===== config.mk =====
export PLATFORM = sky130hd
export DESIGN_NAME = texel_light_shader_core
export DESIGN_NICKNAME = d
export VERILOG_FILES = /design/src/tls_pkg.sv /design/src/texel_light_shader_core.sv /design/src/tls_iter_unit.sv
export SDC_FILE = /design/constraint.sdc
export NUM_CORES = 2
export LEC_CHECK = 0
export BUFFER_PORTS_ARGS = -buffer_cell sky130_fd_sc_hd__buf_2
export CORE_MARGIN = 3
export CORE_UTILIZATION = 35
export CTS_CLUSTER_DIAMETER = 80
export DETAILED_ROUTE_END_ITERATION = 16
export PLACE_DENSITY = 0.6
export RECOVER_POWER = 100
export SLEW_MARGIN = 20
export SYNTH_ARGS = -nofsm -noshare
export SYNTH_HDL_FRONTEND = slang
export SYNTH_SLANG_ARGS = --single-unit

===== constraint.sdc =====
create_clock -name clk -period 29.6 [get_ports clk]
set_clock_uncertainty 0.1 [all_clocks]
set_input_delay 5.92 -clock clk [delete_from_list [all_inputs] [get_ports clk]]
set_output_delay 5.92 -clock clk [all_outputs]
set_load 0.1 [all_outputs]

===== src/tls_pkg.sv =====
// ----------------------------------------------------------------------------
// Texel light shader package
// Constants, codes, state encoding and unit interface types.
// ----------------------------------------------------------------------------
package tls_pkg;

  localparam int MAX_LIGHTS  = 8;
  localparam int LIGHT_IDX_W = (MAX_LIGHTS > 1) ? $clog2(MAX_LIGHTS) : 1;
  localparam int LI_W        = $clog2(MAX_LIGHTS + 1);

  localparam logic [14:0] LEVEL_CAP  = 15'd32640;
  localparam logic [15:0] COLOUR_DIV = 16'd65280;
  localparam logic [14:0] ONE_Q14    = 15'd16384;

  localparam logic FUNC_LOAD  = 1'b0;
  localparam logic FUNC_SHADE = 1'b1;
  localparam logic KIND_POINT = 1'b1;

  typedef enum logic {
    IT_DIV,
    IT_SQRT
  } iter_mode_t;

  typedef enum logic {
    TGT_NRM,
    TGT_LIGHT
  } norm_tgt_t;

  typedef enum logic [3:0] {
    ST_IDLE,
    ST_SQ,
    ST_K,
    ST_SQRT,
    ST_SWAIT,
    ST_NDIV,
    ST_NWAIT,
    ST_LOAD,
    ST_DOT,
    ST_PDEN,
    ST_PCAP,
    ST_CM1,
    ST_CM2,
    ST_CDIV,
    ST_CWAIT,
    ST_OUT
  } tls_state_t;

  typedef struct packed {
    logic        start;
    iter_mode_t  mode;
    logic [63:0] num;
    logic [55:0] den;
  } iter_req_t;

  typedef struct packed {
    logic        done;
    logic [55:0] q;
  } iter_rsp_t;

  function automatic logic [19:0] mag20(input logic signed [19:0] v);
    mag20 = v[19] ? 20'(-v) : 20'(v);
  endfunction

  function automatic logic [17:0] mag18(input logic signed [17:0] v);
    mag18 = v[17] ? 18'(-v) : 18'(v);
  endfunction

endpackage


===== src/texel_light_shader_core.sv =====
// ----------------------------------------------------------------------------
// Texel light shader core
// Lambert diffuse light baking for one texel per shade transfer.
// ----------------------------------------------------------------------------
// A load transfer (func 0) writes one light slot; the block is ready again
// in the next cycle and gives no result. A shade transfer (func 1)
// normalizes the normal, then walks light slots 0..light_count-1 (at most
// MAX_LIGHTS) and sends one RGB result. Input is stalled for the whole
// shade. Square roots and the divides by a varying value go through one
// bit-serial unit (32 steps per root, 56 per divide); the divide by 65280
// of a directional light is a shift-add reciprocal multiply. The serial
// unit sets the time: a nonzero normal takes squares, a range search, a
// root and three divides, a zero normal only the squares. Each point light
// adds the same normalize plus three channel divides, each directional
// light the normalize alone on the serial unit, and a light whose vector is
// zero no serial work. The result sits in an output register, so a new
// item is taken while it waits.
// Light slots have no reset; shading a slot never loaded gives any value.
// ----------------------------------------------------------------------------
module texel_light_shader_core (
  input  logic                clk,
  input  logic                rst_n,
  input  logic                cfg_wr_en,
  input  logic [3:0]          cfg_wr_data,
  input  logic                in_valid,
  output logic                in_stall,
  input  logic                in_func,
  input  logic [2:0]          in_slot,
  input  logic signed [15:0]  in_vec_x,
  input  logic signed [15:0]  in_vec_y,
  input  logic signed [15:0]  in_vec_z,
  input  logic signed [15:0]  in_nrm_x,
  input  logic signed [15:0]  in_nrm_y,
  input  logic signed [15:0]  in_nrm_z,
  input  logic                in_light_kind,
  input  logic [23:0]         in_light_rgb,
  input  logic [7:0]          in_light_intensity,
  output logic                out_valid,
  input  logic                out_stall,
  output logic [7:0]          out_red,
  output logic [7:0]          out_green,
  output logic [7:0]          out_blue
);
  import tls_pkg::*;

  // light store, no reset
  logic [47:0] vec_mem_r [MAX_LIGHTS];
  logic [32:0] col_mem_r [MAX_LIGHTS];

  logic [3:0]             light_count_r;
  tls_state_t             state_r, state_nxt;
  norm_tgt_t              tgt_r;
  logic [1:0]             idx_r;
  logic [1:0]             ch_r;
  logic [LI_W-1:0]        li_r;
  logic [3:0]             k_r;
  logic signed [19:0]     v_r   [3];
  logic signed [15:0]     pos_r [3];
  logic signed [17:0]     nrm_r [3];
  logic signed [17:0]     lv_r  [3];
  logic [39:0]            l2_r;
  logic [31:0]            len_r;
  logic signed [31:0]     dot_r;
  logic [14:0]            ndl_r;
  logic [55:0]            pden_r;
  logic                   pt_r;
  logic [23:0]            col_r;
  logic [7:0]             inten_r;
  logic [15:0]            acc_r [3];
  logic [59:0]            prod_r;
  logic                   psg_r;
  logic                   out_valid_r;
  logic [7:0]             out_red_r, out_green_r, out_blue_r;

  iter_req_t              ireq;
  iter_rsp_t              irsp;

  logic                   in_acc;
  logic [LI_W-1:0]        cnt;
  logic [LIGHT_IDX_W-1:0] li_idx;
  logic [47:0]            vec_rd;
  logic [32:0]            col_rd;
  logic [39:0]            mul_a;
  logic [19:0]            mul_b;
  logic                   mul_sg;
  logic [39:0]            l2_sum;
  logic signed [31:0]     dot_term;
  logic signed [31:0]     dot_sum;
  logic [14:0]            ndl_val;
  logic signed [17:0]     dot_shr;
  logic                   k_dec;
  logic [61:0]            sq_x;
  logic signed [19:0]     v_sel;
  logic [55:0]            nd_num;
  logic                   cap_case;
  logic                   fast_case;
  logic [22:0]            dir_y;
  logic [46:0]            dir_m;
  logic [14:0]            dir_q;
  logic [14:0]            lvl;
  logic                   acc_en;
  logic [16:0]            acc_sum;
  logic signed [17:0]     q_signed;
  logic [7:0]             ch_col;
  logic                   out_load;
  logic signed [19:0]     raw20 [3];
  logic signed [19:0]     pos20 [3];
  logic signed [19:0]     d8    [3];

  tls_iter_unit u_iter (
    .clk   (clk),
    .rst_n (rst_n),
    .req   (ireq),
    .rsp   (irsp)
  );

  assign in_stall = (state_r != ST_IDLE);
  assign in_acc   = in_valid && !in_stall;
  assign cnt      = (light_count_r > 4'(MAX_LIGHTS)) ? LI_W'(MAX_LIGHTS) : LI_W'(light_count_r);
  assign li_idx   = li_r[LIGHT_IDX_W-1:0];
  assign vec_rd   = vec_mem_r[li_idx];
  assign col_rd   = col_mem_r[li_idx];

  // light vector candidates: raw, position and 8*raw + position
  always_comb begin
    for (int i = 0; i < 3; i++) begin
      raw20[i] = 20'(signed'(vec_rd[16*i +: 16]));
      pos20[i] = 20'(pos_r[i]);
      d8[i]    = (raw20[i] <<< 3) + pos20[i];
    end
  end

  // shared multiplier operands
  always_comb begin
    mul_a  = '0;
    mul_b  = '0;
    mul_sg = 1'b0;
    v_sel  = '0;
    unique case (idx_r)
      2'd0:    v_sel = v_r[0];
      2'd1:    v_sel = v_r[1];
      2'd2:    v_sel = v_r[2];
      default: v_sel = '0;
    endcase
    unique case (ch_r)
      2'd0:    ch_col = col_r[23:16];
      2'd1:    ch_col = col_r[15:8];
      default: ch_col = col_r[7:0];
    endcase
    priority case (state_r)
      ST_SQ: begin
        mul_a = 40'(mag20(v_sel));
        mul_b = mag20(v_sel);
      end
      ST_DOT: begin
        if (idx_r != 2'd3) begin
          mul_a  = 40'(mag18(nrm_r[idx_r]));
          mul_b  = 20'(mag18(lv_r[idx_r]));
          mul_sg = nrm_r[idx_r][17] ^ lv_r[idx_r][17];
        end
      end
      ST_PDEN: begin
        mul_a = l2_r;
        mul_b = 20'(COLOUR_DIV);
      end
      ST_CM1: begin
        mul_a = 40'(ch_col);
        mul_b = 20'(inten_r);
      end
      ST_CM2: begin
        mul_a = 40'(prod_r[15:0]);
        mul_b = 20'(ndl_r);
      end
      default: begin
        mul_a = '0;
      end
    endcase
  end

  // accumulate, shift search and divide operands
  always_comb begin
    l2_sum   = ((idx_r == 2'd1) ? 40'd0 : l2_r) + prod_r[39:0];
    dot_term = psg_r ? -signed'(32'(prod_r[31:0])) : signed'(32'(prod_r[31:0]));
    dot_sum  = ((idx_r == 2'd1) ? 32'sd0 : dot_r) + dot_term;
    dot_shr  = 18'(dot_sum >>> 14);
    if (dot_sum <= 0) begin
      ndl_val = '0;
    end else if (dot_shr > 18'sd16384) begin
      ndl_val = ONE_Q14;
    end else begin
      ndl_val = dot_shr[14:0];
    end
    k_dec    = (k_r != 4'd0) &&
               (({24'd0, l2_r} >> (6'd62 - {1'b0, k_r, 1'b0})) != 64'd0);
    sq_x     = 62'({22'd0, l2_r} << {k_r, 1'b0});
    nd_num   = 56'(56'(mag20(v_sel)) << (5'd14 + 5'(k_r)));
    cap_case = pt_r && (l2_r == 40'd0);
    // directional level: (x >> 8) / 255 as a multiply by ceil(2^31 / 255)
    dir_y    = prod_r[30:8];
    dir_m    = (47'(dir_y) << 23) + (47'(dir_y) << 15) + (47'(dir_y) << 7) + 47'(dir_y);
    dir_q    = 15'(dir_m >> 31);
    fast_case = cap_case || !pt_r;
    lvl      = cap_case ? LEVEL_CAP :
               (!pt_r ? dir_q :
               ((irsp.q > 56'(LEVEL_CAP)) ? LEVEL_CAP : irsp.q[14:0]));
    acc_en   = ((state_r == ST_CDIV) && fast_case) || ((state_r == ST_CWAIT) && irsp.done);
    acc_sum  = 17'(acc_r[ch_r]) + 17'(lvl);
    q_signed = v_sel[19] ? -signed'(18'(irsp.q[16:0])) : signed'(18'(irsp.q[16:0]));
    out_load = (state_r == ST_OUT) && (!out_valid_r || !out_stall);
  end

  // requests to the shared root/divide unit
  always_comb begin
    ireq.start = 1'b0;
    ireq.mode  = IT_DIV;
    ireq.num   = '0;
    ireq.den   = '0;
    priority case (state_r)
      ST_SQRT: begin
        ireq.start = 1'b1;
        ireq.mode  = IT_SQRT;
        ireq.num   = {2'b00, sq_x};
      end
      ST_NDIV: begin
        ireq.start = 1'b1;
        ireq.num   = {nd_num, 8'd0};
        ireq.den   = 56'(len_r);
      end
      ST_CDIV: begin
        ireq.start = !fast_case;
        ireq.num   = {prod_r[31:0], 24'd0, 8'd0};
        ireq.den   = pden_r;
      end
      default: begin
        ireq.start = 1'b0;
      end
    endcase
  end

  // sequencer
  always_ff @(posedge clk) begin
    if (!rst_n) begin
      state_r <= ST_IDLE;
    end else begin
      state_r <= state_nxt;
    end
  end

  always_comb begin
    tls_state_t norm_ret;
    tls_state_t light_ret;
    norm_ret  = (tgt_r == TGT_LIGHT) ? ST_DOT :
                ((cnt == '0) ? ST_OUT : ST_LOAD);
    light_ret = (ch_r != 2'd2) ? ST_CM1 :
                ((li_r + LI_W'(1) == cnt) ? ST_OUT : ST_LOAD);
    state_nxt = state_r;
    unique case (state_r)
      ST_IDLE:  if (in_acc && in_func == FUNC_SHADE) state_nxt = ST_SQ;
      ST_SQ:    if (idx_r == 2'd3) state_nxt = (l2_sum == 40'd0) ? norm_ret : ST_K;
      ST_K:     if (!k_dec) state_nxt = ST_SQRT;
      ST_SQRT:  state_nxt = ST_SWAIT;
      ST_SWAIT: if (irsp.done) state_nxt = ST_NDIV;
      ST_NDIV:  state_nxt = ST_NWAIT;
      ST_NWAIT: if (irsp.done) state_nxt = (idx_r == 2'd2) ? norm_ret : ST_NDIV;
      ST_LOAD:  state_nxt = ST_SQ;
      ST_DOT:   if (idx_r == 2'd3) state_nxt = ST_PDEN;
      ST_PDEN:  state_nxt = ST_PCAP;
      ST_PCAP:  state_nxt = ST_CM1;
      ST_CM1:   state_nxt = ST_CM2;
      ST_CM2:   state_nxt = ST_CDIV;
      ST_CDIV:  state_nxt = fast_case ? light_ret : ST_CWAIT;
      ST_CWAIT: if (irsp.done) state_nxt = light_ret;
      ST_OUT:   if (out_load) state_nxt = ST_IDLE;
      default:  state_nxt = ST_IDLE;
    endcase
  end

  // configuration and light store writes
  always_ff @(posedge clk) begin
    if (!rst_n) begin
      light_count_r <= '0;
    end else if (cfg_wr_en) begin
      light_count_r <= cfg_wr_data;
    end
  end

  always_ff @(posedge clk) begin
    if (in_acc && in_func == FUNC_LOAD && 32'(in_slot) < MAX_LIGHTS) begin
      vec_mem_r[LIGHT_IDX_W'(in_slot)] <= {in_vec_z, in_vec_y, in_vec_x};
      col_mem_r[LIGHT_IDX_W'(in_slot)] <= {in_light_kind, in_light_rgb, in_light_intensity};
    end
  end

  // datapath
  always_ff @(posedge clk) begin
    prod_r <= 60'(mul_a * mul_b);
    psg_r  <= mul_sg;
    unique case (state_r)
      ST_IDLE: begin
        if (in_acc && in_func == FUNC_SHADE) begin
          pos_r[0] <= in_vec_x;
          pos_r[1] <= in_vec_y;
          pos_r[2] <= in_vec_z;
          v_r[0]   <= 20'(in_nrm_x);
          v_r[1]   <= 20'(in_nrm_y);
          v_r[2]   <= 20'(in_nrm_z);
          tgt_r    <= TGT_NRM;
          idx_r    <= '0;
          li_r     <= '0;
          ch_r     <= '0;
          for (int i = 0; i < 3; i++) acc_r[i] <= '0;
        end
      end
      ST_SQ: begin
        if (idx_r != 2'd0) l2_r <= l2_sum;
        idx_r <= idx_r + 2'd1;
        k_r   <= 4'd14;
        if (idx_r == 2'd3 && l2_sum == 40'd0) begin
          // zero vector normalizes to zero
          for (int i = 0; i < 3; i++) begin
            if (tgt_r == TGT_NRM) nrm_r[i] <= '0;
            else lv_r[i] <= '0;
          end
        end
      end
      ST_K: begin
        if (k_dec) k_r <= k_r - 4'd1;
      end
      ST_SWAIT: begin
        if (irsp.done) len_r <= irsp.q[31:0];
      end
      ST_NWAIT: begin
        if (irsp.done) begin
          if (tgt_r == TGT_NRM) nrm_r[idx_r] <= q_signed;
          else lv_r[idx_r] <= q_signed;
          idx_r <= (idx_r == 2'd2) ? 2'd0 : idx_r + 2'd1;
        end
      end
      ST_LOAD: begin
        pt_r    <= col_rd[32];
        col_r   <= col_rd[31:8];
        inten_r <= col_rd[7:0];
        tgt_r   <= TGT_LIGHT;
        idx_r   <= '0;
        ch_r    <= '0;
        if (col_rd[32] == KIND_POINT) begin
          // direction to the light with x and y mirrored
          v_r[0] <= d8[0];
          v_r[1] <= d8[1];
          v_r[2] <= -d8[2];
        end else begin
          for (int i = 0; i < 3; i++) v_r[i] <= -raw20[i];
        end
      end
      ST_DOT: begin
        if (idx_r != 2'd0) dot_r <= dot_sum;
        idx_r <= idx_r + 2'd1;
        if (idx_r == 2'd3) ndl_r <= ndl_val;
      end
      ST_PCAP: begin
        pden_r <= prod_r[55:0];
      end
      default: begin
        pden_r <= pden_r;
      end
    endcase
    if (acc_en) begin
      acc_r[ch_r] <= (acc_sum > 17'(LEVEL_CAP)) ? 16'(LEVEL_CAP) : acc_sum[15:0];
      ch_r        <= (ch_r == 2'd2) ? 2'd0 : ch_r + 2'd1;
      if (ch_r == 2'd2) li_r <= li_r + LI_W'(1);
    end
    if (out_load) begin
      out_red_r   <= acc_r[0][14:7];
      out_green_r <= acc_r[1][14:7];
      out_blue_r  <= acc_r[2][14:7];
    end
  end

  // output register: hold while stalled, drop after the transfer
  always_ff @(posedge clk) begin
    if (!rst_n) begin
      out_valid_r <= 1'b0;
    end else if (out_load) begin
      out_valid_r <= 1'b1;
    end else if (!out_stall) begin
      out_valid_r <= 1'b0;
    end
  end

  assign out_valid = out_valid_r;
  assign out_red   = out_red_r;
  assign out_green = out_green_r;
  assign out_blue  = out_blue_r;

endmodule


===== src/tls_iter_unit.sv =====
// ----------------------------------------------------------------------------
// Texel light shader iterative unit
// Bit-serial restoring divider and square root on one shared subtractor.
// ----------------------------------------------------------------------------
module tls_iter_unit (
  input  logic              clk,
  input  logic              rst_n,
  input  tls_pkg::iter_req_t req,
  output tls_pkg::iter_rsp_t rsp
);
  import tls_pkg::*;

  logic        busy_r;
  logic        done_r;
  logic [5:0]  cnt_r;
  iter_mode_t  mode_r;
  logic [63:0] num_r;
  logic [55:0] rem_r;
  logic [55:0] q_r;
  logic [55:0] den_r;

  logic [56:0] sh;
  logic [56:0] sub;
  logic [57:0] diff;
  logic        ge;

  always_comb begin
    unique case (mode_r)
      IT_SQRT: begin
        sh  = {rem_r[54:0], num_r[63:62]};
        sub = {q_r[54:0], 2'b01};
      end
      default: begin
        sh  = {rem_r, num_r[63]};
        sub = {1'b0, den_r};
      end
    endcase
    diff = {1'b0, sh} - {1'b0, sub};
    ge   = !diff[57];
  end

  always_ff @(posedge clk) begin
    if (!rst_n) begin
      busy_r <= 1'b0;
      done_r <= 1'b0;
      cnt_r  <= '0;
    end else begin
      done_r <= busy_r && (cnt_r == 6'd1);
      if (req.start) begin
        busy_r <= 1'b1;
        cnt_r  <= (req.mode == IT_SQRT) ? 6'd32 : 6'd56;
      end else if (busy_r) begin
        cnt_r <= cnt_r - 6'd1;
        if (cnt_r == 6'd1) begin
          busy_r <= 1'b0;
        end
      end
    end
  end

  always_ff @(posedge clk) begin
    if (req.start) begin
      mode_r <= req.mode;
      num_r  <= req.num;
      den_r  <= req.den;
      rem_r  <= '0;
      q_r    <= '0;
    end else if (busy_r) begin
      rem_r <= ge ? diff[55:0] : sh[55:0];
      q_r   <= {q_r[54:0], ge};
      num_r <= (mode_r == IT_SQRT) ? {num_r[61:0], 2'b00} : {num_r[62:0], 1'b0};
    end
  end

  assign rsp.done = done_r;
  assign rsp.q    = q_r;

endmodule


Yosys cells after proc, flatten, opt, wreduce, memory -nomap -nowiden:

Memories as Yosys holds them, arrays and structs flattened. A register that Yosys moved wholly into a read port is not among the register bits.
Cells that the tools add are included.

* eq/ne operators: 35
* muxes and demuxes: 113
* $mul: 1
* bitwise gates (word level): 8
* shifts and indexed selects: 3
* magnitude comparators: 5
* add/subtract/negate cells: 26
* reduce and logical (&&, ||, !) cells: 50

Operators by type and width (count)
* one-hot mux 40 bit (5 select lines): 1
* 2-to-1 mux 64 bit: 3
* one-hot mux 64 bit (3 select lines): 1
* 2-to-1 mux 20 bit: 7
* 2-to-1 mux 18 bit: 7
* 2-to-1 mux 57 bit: 2
* one-hot mux 56 bit (2 select lines): 1
* one-hot mux 20 bit (5 select lines): 1
* 2-to-1 mux 4 bit: 21
* logical NOT 40 bit: 2
* 2-to-1 mux 32 bit: 2
* one-hot mux 4 bit (16 select lines): 1
* nonzero test 64 bit: 1
* right shift 40 x 6 -> 64 bit: 1
* << shifter 40 x 5 -> 62 bit: 1
* adder 19 x 16 -> 20 bit: 3
* 2-to-1 mux 15 bit: 4
* negator 16 -> 20 bit: 3
* one-hot mux 20 bit (3 select lines): 1
* subtractor 57 x 57 -> 58 bit: 1
* greater-than comparator 56 x 15 -> 1 bit, second input constant: 1
* multiplier 40 x 20 -> 56 bit: 1
* 2-to-1 mux 56 bit: 1
* << shifter 20 x 5 -> 56 bit: 1
* other kinds (59): 173

* RAM bits: 912
* logic and storage cells: 275
* register bits after elaboration: 528
* memories: 7
* output and inout port bits: 26

Memories
* vec_mem_r: depth 8, bits a word 48, read ports 1, clocked after memory_dff 1, write ports 1, line texel_light_shader_core.sv:47 `logic [47:0] vec_mem_r [MAX_LIGHTS];`
* col_mem_r: depth 8, bits a word 33, read ports 1, clocked after memory_dff 1, write ports 1, line texel_light_shader_core.sv:48 `logic [32:0] col_mem_r [MAX_LIGHTS];`
* v_r: depth 3, bits a word 20, read ports 3, clocked after memory_dff 0, write ports 3, line texel_light_shader_core.sv:57 `logic signed [19:0] v_r [3];`
* lv_r: depth 3, bits a word 18, read ports 1, clocked after memory_dff 1, write ports 3, line texel_light_shader_core.sv:60 `logic signed [17:0] lv_r [3];`
* nrm_r: depth 3, bits a word 18, read ports 1, clocked after memory_dff 1, write ports 3, line texel_light_shader_core.sv:59 `logic signed [17:0] nrm_r [3];`
* acc_r: depth 3, bits a word 16, read ports 4, clocked after memory_dff 4, write ports 3, line texel_light_shader_core.sv:69 `logic [15:0] acc_r [3];`
* 1 more memories

Logic depth before layout (Yosys ltp):

* word-level depth: 9
* mapped depth: 44

Cells and area by module:

From an unflattened synthesis, not the netlist that was laid out.

* cell total of the unflattened synthesis: 8929
* area total of the unflattened synthesis: 101651.2 um^2

Modules (own cells, without submodules)
* texel_light_shader_core: sequential area each 37666.1 um^2, instances 1, area each 87238.7 um^2, cells an instance 7473
* tls_iter_unit: sequential area each 6035.8 um^2, instances 1, area each 14412.6 um^2, cells an instance 1456

Least setup slack after synthesis:

No wires, ideal clock.

* path type: input-to-reg
* start point: input in_func
* end point: memory col_mem_r[0][0] (enable)
* arrival time: 11.846 ns
* path slack: 17.034 ns
* library setup time: 0.621 ns
* stages: 2
* path through: or3_1 -> nor3_1

* cells in the longest elaborated chain, start to end: 4

RTL lines
* start, declared: line texel_light_shader_core.sv:27 `input logic in_func,`
* inverter 1 bit: line texel_light_shader_core.sv:288 `if (in_acc && in_func == FUNC_LOAD && 32'(in_slot) < MAX_LIGHTS) begin`
* logical AND 1 bit: line texel_light_shader_core.sv:288
* 2-to-1 mux 1 bit: line texel_light_shader_core.sv:288
* 2-to-1 mux 1 bit (implied by the code): line texel_light_shader_core.sv:290 `col_mem_r[LIGHT_IDX_W'(in_slot)] <= {in_light_kind, in_light_rgb, in_light_intensity};`
* end, declared: line texel_light_shader_core.sv:48

Every way passes these cells.

Final worst setup path:

* start point: register idx_r[0]
* end point: register prod_r[53]

* cells in the longest elaborated chain, start to end: 6

RTL lines
* start, declared: line texel_light_shader_core.sv:53 `logic [1:0] idx_r;`
* start signal, assigned: line texel_light_shader_core.sv:316 `idx_r <= idx_r + 2'd1;`
* start signal, assigned: line texel_light_shader_core.sv:336 `idx_r <= (idx_r == 2'd2) ? 2'd0 : idx_r + 2'd1;`
* start signal, assigned: line texel_light_shader_core.sv:357 `idx_r <= idx_r + 2'd1;`
* == test 2 bit (tied with other cells): line texel_light_shader_core.sv:139 `unique case (idx_r)`
* one-hot mux 20 bit (3 select lines): line texel_light_shader_core.sv:139
* negator 20 bit: line tls_pkg.sv:61 `mag20 = v[19] ? 20'(-v) : 20'(v);`
* 2-to-1 mux 20 bit: line tls_pkg.sv:61
* one-hot mux 40 bit (5 select lines) / one-hot mux 20 bit (5 select lines) (equally long branches): line texel_light_shader_core.sv:150 `priority case (state_r)`
* multiplier 40 x 20 -> 56 bit (*): line texel_light_shader_core.sv:296 `prod_r <= 60'(mul_a * mul_b);`
* end signal, assigned: line texel_light_shader_core.sv:296
* end, declared: line texel_light_shader_core.sv:70 `logic [59:0] prod_r;`

Every way passes the cells marked *; elsewhere a longest branch is shown, timed or not.
A chain may end at the register's enable or synchronous reset.

==> report_table.html <==
<table>
<tr><th>Metric</th><th>Value</th></tr>
<tr><th colspan="2">Setup path</th></tr>
<tr><td>Critical register-to-register path endpoint</td><td>prod_r[53]</td></tr>
<tr><td>Classification of the worst setup path</td><td>reg -&gt; reg</td></tr>
<tr><td>Startpoint type of the worst setup path</td><td>register</td></tr>
<tr><td>R2r worst-path depth</td><td>34</td></tr>
<tr><td>Reg-to-Reg Start</td><td>idx_r[0]</td></tr>
<tr><td>Largest incremental delay on the critical path</td><td>1.61 ns</td></tr>
<tr><td>Largest fanout on the critical path</td><td>38</td></tr>
<tr><td>Crit path arrival time</td><td>about 15 ns</td></tr>
<tr><td>Worst reg2reg setup slack</td><td>15.52 ns</td></tr>
<tr><td>Data required time of the worst path</td><td>approximately 30 ns</td></tr>
<tr><td>Cell with the most instances on the worst path</td><td>inv_1</td></tr>
<tr><td>Nature of the critical path endpoint</td><td>register</td></tr>
<tr><td>Slowest CP cell</td><td>clkbuf_1</td></tr>
<tr><td>Critical Path Start</td><td>idx_r[0]</td></tr>
<tr><th colspan="2">Clock tree</th></tr>
<tr><td>Hold-fix buffers at CTS</td><td>0</td></tr>
<tr><td>Root Buffer</td><td>clkbuf_16</td></tr>
<tr><td>Cts repair resizes</td><td>0</td></tr>
<tr><td>Total number of clock tree sinks</td><td>approximately 1,500</td></tr>
<tr><td>Clock edge transition at the registers on the reported setup and hold paths</td><td>approximately 0.060 ns</td></tr>
<tr><td>Clock tree from TritonCTS</td><td>built</td></tr>
<tr><td>Worst-skew pair later-pin latency</td><td>between 0.8 and 0.9 ns</td></tr>
<tr><td>Number of post-CTS setup repair buffers</td><td>0</td></tr>
<tr><td>Cts bufs inserted</td><td>about 180</td></tr>
<tr><td>H-Tree Level Count</td><td>4</td></tr>
<tr><td>CTS Buffer Depth</td><td>4</td></tr>
<tr><th colspan="2">Timing</th></tr>
<tr><td>Fraction of the cycle the final worst path needs</td><td>0.4756</td></tr>
<tr><td>Achievable clock frequency</td><td>a little over 0.07 GHz</td></tr>
<tr><td>Endpoints failing setup</td><td>0</td></tr>
<tr><td>Actual transition at the worst max-transition pin</td><td>4.266 ns</td></tr>
<tr><td>Minimum hold slack</td><td>roughly 0.3 ns</td></tr>
<tr><td>Headroom to the max-slew limit</td><td>-1.844</td></tr>
<tr><td>Hold Fails Final Rpt</td><td>0</td></tr>
<tr><td>Unrepaired setup endpoints after global routing</td><td>no</td></tr>
<tr><td>Setup total negative slack</td><td>0 ns</td></tr>
<tr><td>Number of slew-limit violations in the final report</td><td>between 2,000 and 2,500</td></tr>
<tr><td>Shortest period the worst path allows</td><td>14.08 ns</td></tr>
<tr><th colspan="2">Floorplanning</th></tr>
<tr><td>Initial cell density of the core</td><td>0.3529</td></tr>
<tr><td>Die Y-Extent</td><td>between 500 and 600 um</td></tr>
<tr><td>Chip width</td><td>545.7 um</td></tr>
<tr><td>Std-Cell Rows</td><td>slightly below 200</td></tr>
<tr><td>Core Footprint</td><td>just under 300,000 um^2</td></tr>
<tr><td>Number of top-level design ports</td><td>approximately 170</td></tr>
<tr><td>Die Footprint</td><td>just under 300,000 um^2</td></tr>
<tr><th colspan="2">Synth</th></tr>
<tr><td>Top cells by area, synth</td><td>edfxtp_1 39%, fa_1 14%, ha_1 5.1%, mux4_2 5.0%, inv_1 3.9%</td></tr>
<tr><td>Cell taking the most area after synthesis</td><td>edfxtp_1</td></tr>
<tr><td>EDFF count, synth</td><td>1,326</td></tr>
<tr><td>Synth Warn #</td><td>0</td></tr>
<tr><td>Seq/Total Area, Yosys</td><td>0.4287</td></tr>
<tr><td>Fraction of registers with async set or reset after synthesis</td><td>0</td></tr>
<tr><td>Post-Syn Area per Cell</td><td>~11 um^2</td></tr>
<tr><td>Post-synthesis sequential element count</td><td>roughly 1,500</td></tr>
<tr><td>Netlist area before placement</td><td>slightly above 100,000 um^2</td></tr>
<tr><td>Synthesized netlist cell count</td><td>a little over 9,000</td></tr>
<tr><td>Number of library cell types mapped by synthesis</td><td>about 100</td></tr>
<tr><td>Post-synth top area share</td><td>0.3906</td></tr>
<tr><td>Primary flip-flop cell chosen by synthesis mapping</td><td>edfxtp_1</td></tr>
<tr><th colspan="2">Routing</th></tr>
<tr><td>Detailed Route Iter0 Violations</td><td>7,783</td></tr>
<tr><td>Total wire length</td><td>between 300,000 and 400,000 um</td></tr>
<tr><td>DRT Pass-1 Iters</td><td>9</td></tr>
<tr><td>Vias per inst</td><td>roughly 5.4</td></tr>
<tr><td>DR WL/cell</td><td>approximately 24 um</td></tr>
<tr><td>Number of vias in the routed layout</td><td>73,050</td></tr>
<tr><td>Antenna Violating Nets Remaining</td><td>0</td></tr>
<tr><td>Number of design rule violations left after detail routing</td><td>0</td></tr>
<tr><th colspan="2">Worst hold path</th></tr>
<tr><td>Hold Path Sink</td><td>pden_r[53]</td></tr>
<tr><td>Class of the worst hold path</td><td>reg -&gt; reg</td></tr>
<tr><td>Cell depth of the worst min-delay path</td><td>0</td></tr>
<tr><td>Worst Min Path Start</td><td>prod_r[53]</td></tr>
<tr><th colspan="2">Layout</th></tr>
<tr><td>Most common library cell in the layout ignoring fill and taps</td><td>edfxtp_1</td></tr>
<tr><td>Layout cell share with drive strength beyond 1</td><td>0.08589</td></tr>
<tr><td>Layout overhead on the synthesized area</td><td>11.35%</td></tr>
<tr><td>Nets</td><td>10,640</td></tr>
<tr><td>Post-layout util</td><td>0.3930</td></tr>
<tr><td>Filler cell count in the final layout</td><td>around 28,000</td></tr>
<tr><td>Most frequent cells in the layout</td><td>1,326 x edfxtp_1, 1,047 x inv_1, 875 x nand2_1</td></tr>
<tr><th colspan="2">GRT</th></tr>
<tr><td>Number of antenna violations at the first check in global routing</td><td>37</td></tr>
<tr><td>Total congestion overflow</td><td>0</td></tr>
<tr><td>Largest net degree at the start of global routing</td><td>about 110</td></tr>
<tr><td>Vias in the first global route</td><td>~74,000</td></tr>
<tr><td>GRT Resource Usage Total</td><td>0.2143</td></tr>
<tr><td>Global-route wire length before repair</td><td>slightly below 500,000 um</td></tr>
<tr><th colspan="2">Placement</th></tr>
<tr><td>RD Place Congestion</td><td>about 0.98</td></tr>
<tr><td>Port Buffers</td><td>167</td></tr>
<tr><td>Detailed placement HPWL</td><td>around 240,000 um</td></tr>
<tr><th colspan="2">Run status</th></tr>
<tr><td>Result of the run</td><td>finished with violations</td></tr>
<tr><td>Violated checks</td><td>max-capacitance violations, max-slew violations</td></tr>
<tr><th colspan="2">Pwr</th></tr>
<tr><td>Clock power share</td><td>0.168</td></tr>
<tr><td>Net Sw Frac</td><td>0.4818</td></tr>
<tr><td>Cell leakage power</td><td>about 44 nW</td></tr>
<tr><td>Part of the total power dissipated in sequential elements</td><td>0.226</td></tr>
<tr><td>Worst VDD drop</td><td>between 0.0002 and 0.00025 V</td></tr>
<tr><td>Switching power</td><td>around 6.1 mW</td></tr>
<tr><td>Power Internal</td><td>around 6.6 mW</td></tr>
<tr><td>Proportion of power drawn by combinational gates</td><td>0.606</td></tr>
<tr><td>Pwr/cell area</td><td>112.4 nW/um^2</td></tr>
<tr><th colspan="2">Job</th></tr>
<tr><td>Max-cap violation count</td><td>between 60 and 70</td></tr>
</table>
[final cells by class]
type	count	area, um^2	share of cell area
clock inverters	101	915.9	0.008068
flip-flops and latches	1520	43710	0.3851
repair buffers	354	1728	0.01522
well taps	3880	4855	0.04276
clock buffers	216	4752	0.04186
multi-input cells	6280	53520	0.4714
inverters	1053	3956	0.03485
diodes	34	85.08	0.0007495
[routing by layer]
layer | track usage | up-vias | part of all wire
met5 | 0 | - | 0.00065
met1 | 0.2927 | 37050 | 0.42
met3 | 0.03799 | 603 | 0.080
met4 | 0.08140 | 28 | 0.044
li1 | - | 32470 | -
met2 | 0.3397 | 2900 | 0.45
[Yosys cell counts (all sizes together) (101+ instances only)]
master / n
dfxtp: 194
a21o: 116
inv: 1050
ha: 419
nor2b: 134
xor2: 110
clkbuf: 353
buf: 101
nor3: 135
o21ai: 327
a21oi: 421
edfxtp: 1326
nand2: 878
nand3: 128
xnor2: 245
fa: 696
mux4: 228
mux2i: 273
nor2: 688
[per-stage QoR]
step / setup slack, ns / cells / power, mW / area, um^2
floorplan: 17.03 / 9307 / 7.939 / 102900
global placement: 17.08 / 13080 / 10.48 / 108400
detailed placement: 16.84 / 13090 / 10.55 / 108400
CTS: 16.78 / 13400 / 12.74 / 114100
global route: 15.16 / 13430 / 13.60 / 113500
finish: 15.52 / 13440 / 12.76 / 113500
[flip-flops by register name (all words and copies together), names as in the netlist, 15 cells and up, named ones only]
name	cells
u_iter.rem_r	56
u_iter.den_r	56
u_iter.num_r	64
nrm_r	72
acc_r	64
l2_r	40
ndl_r	15
vec_mem_r	384
col_mem_r	264
len_r	32
pden_r	56
u_iter.q_r	56
lv_r	72
col_r	24
dot_r	32
v_r	60
pos_r	48
prod_r	56
[worst max path at each step]
stage                     cells past startpoint              end  slack, ns
after CTS                                    37       prod_r[53]      16.78
after detailed placement                     37       prod_r[53]      16.84
after global routing                         34       prod_r[53]      15.16
after global placement                       37       prod_r[53]      17.08
after floorplan                               2  col_mem_r[0][0]      17.03
final                                        34       prod_r[53]      15.52
[critical path, delay by kind of cell (launching register included)]
family          cells  cell delay (ns)
compound gates     10             3.94
xor+xnor            1             0.13
fa+ha+maj           9             3.40
buf+inv            11             5.33
flops               1             0.45
simple gates        3             0.58
[power groups by stage]
stage	sequential (mW)	combinational, mW	clock (mW)
floorplan	2.81	5.13	0
global placement	2.91	7.57	0
detailed placement	2.92	7.63	0
CTS	2.87	7.67	2.19
global route	2.90	8.42	2.28
finish	2.89	7.73	2.15
[kinds of logic (layout without fill, tap and decap cells)]
| logic type | after synthesis | in the layout | synth area share |
|---|---|---|---|
| and+or+nand+nor | 2409 | 2409 | 0.1084 |
| AOI/OAI and AO/OA | 1562 | 1562 | 0.1007 |
| DFF | 1520 | 1520 | 0.4287 |
| buffers and inverters | 1507 | 1724 | 0.05628 |
| adders and majority gates | 1115 | 1115 | 0.1881 |
| muxes | 591 | 591 | 0.08711 |
| xor gates and xnor gates | 355 | 355 | 0.03068 |
| other | 2 | 282 | 0.00007366 |
Note: power is estimated with default switching activity, not from simulation.
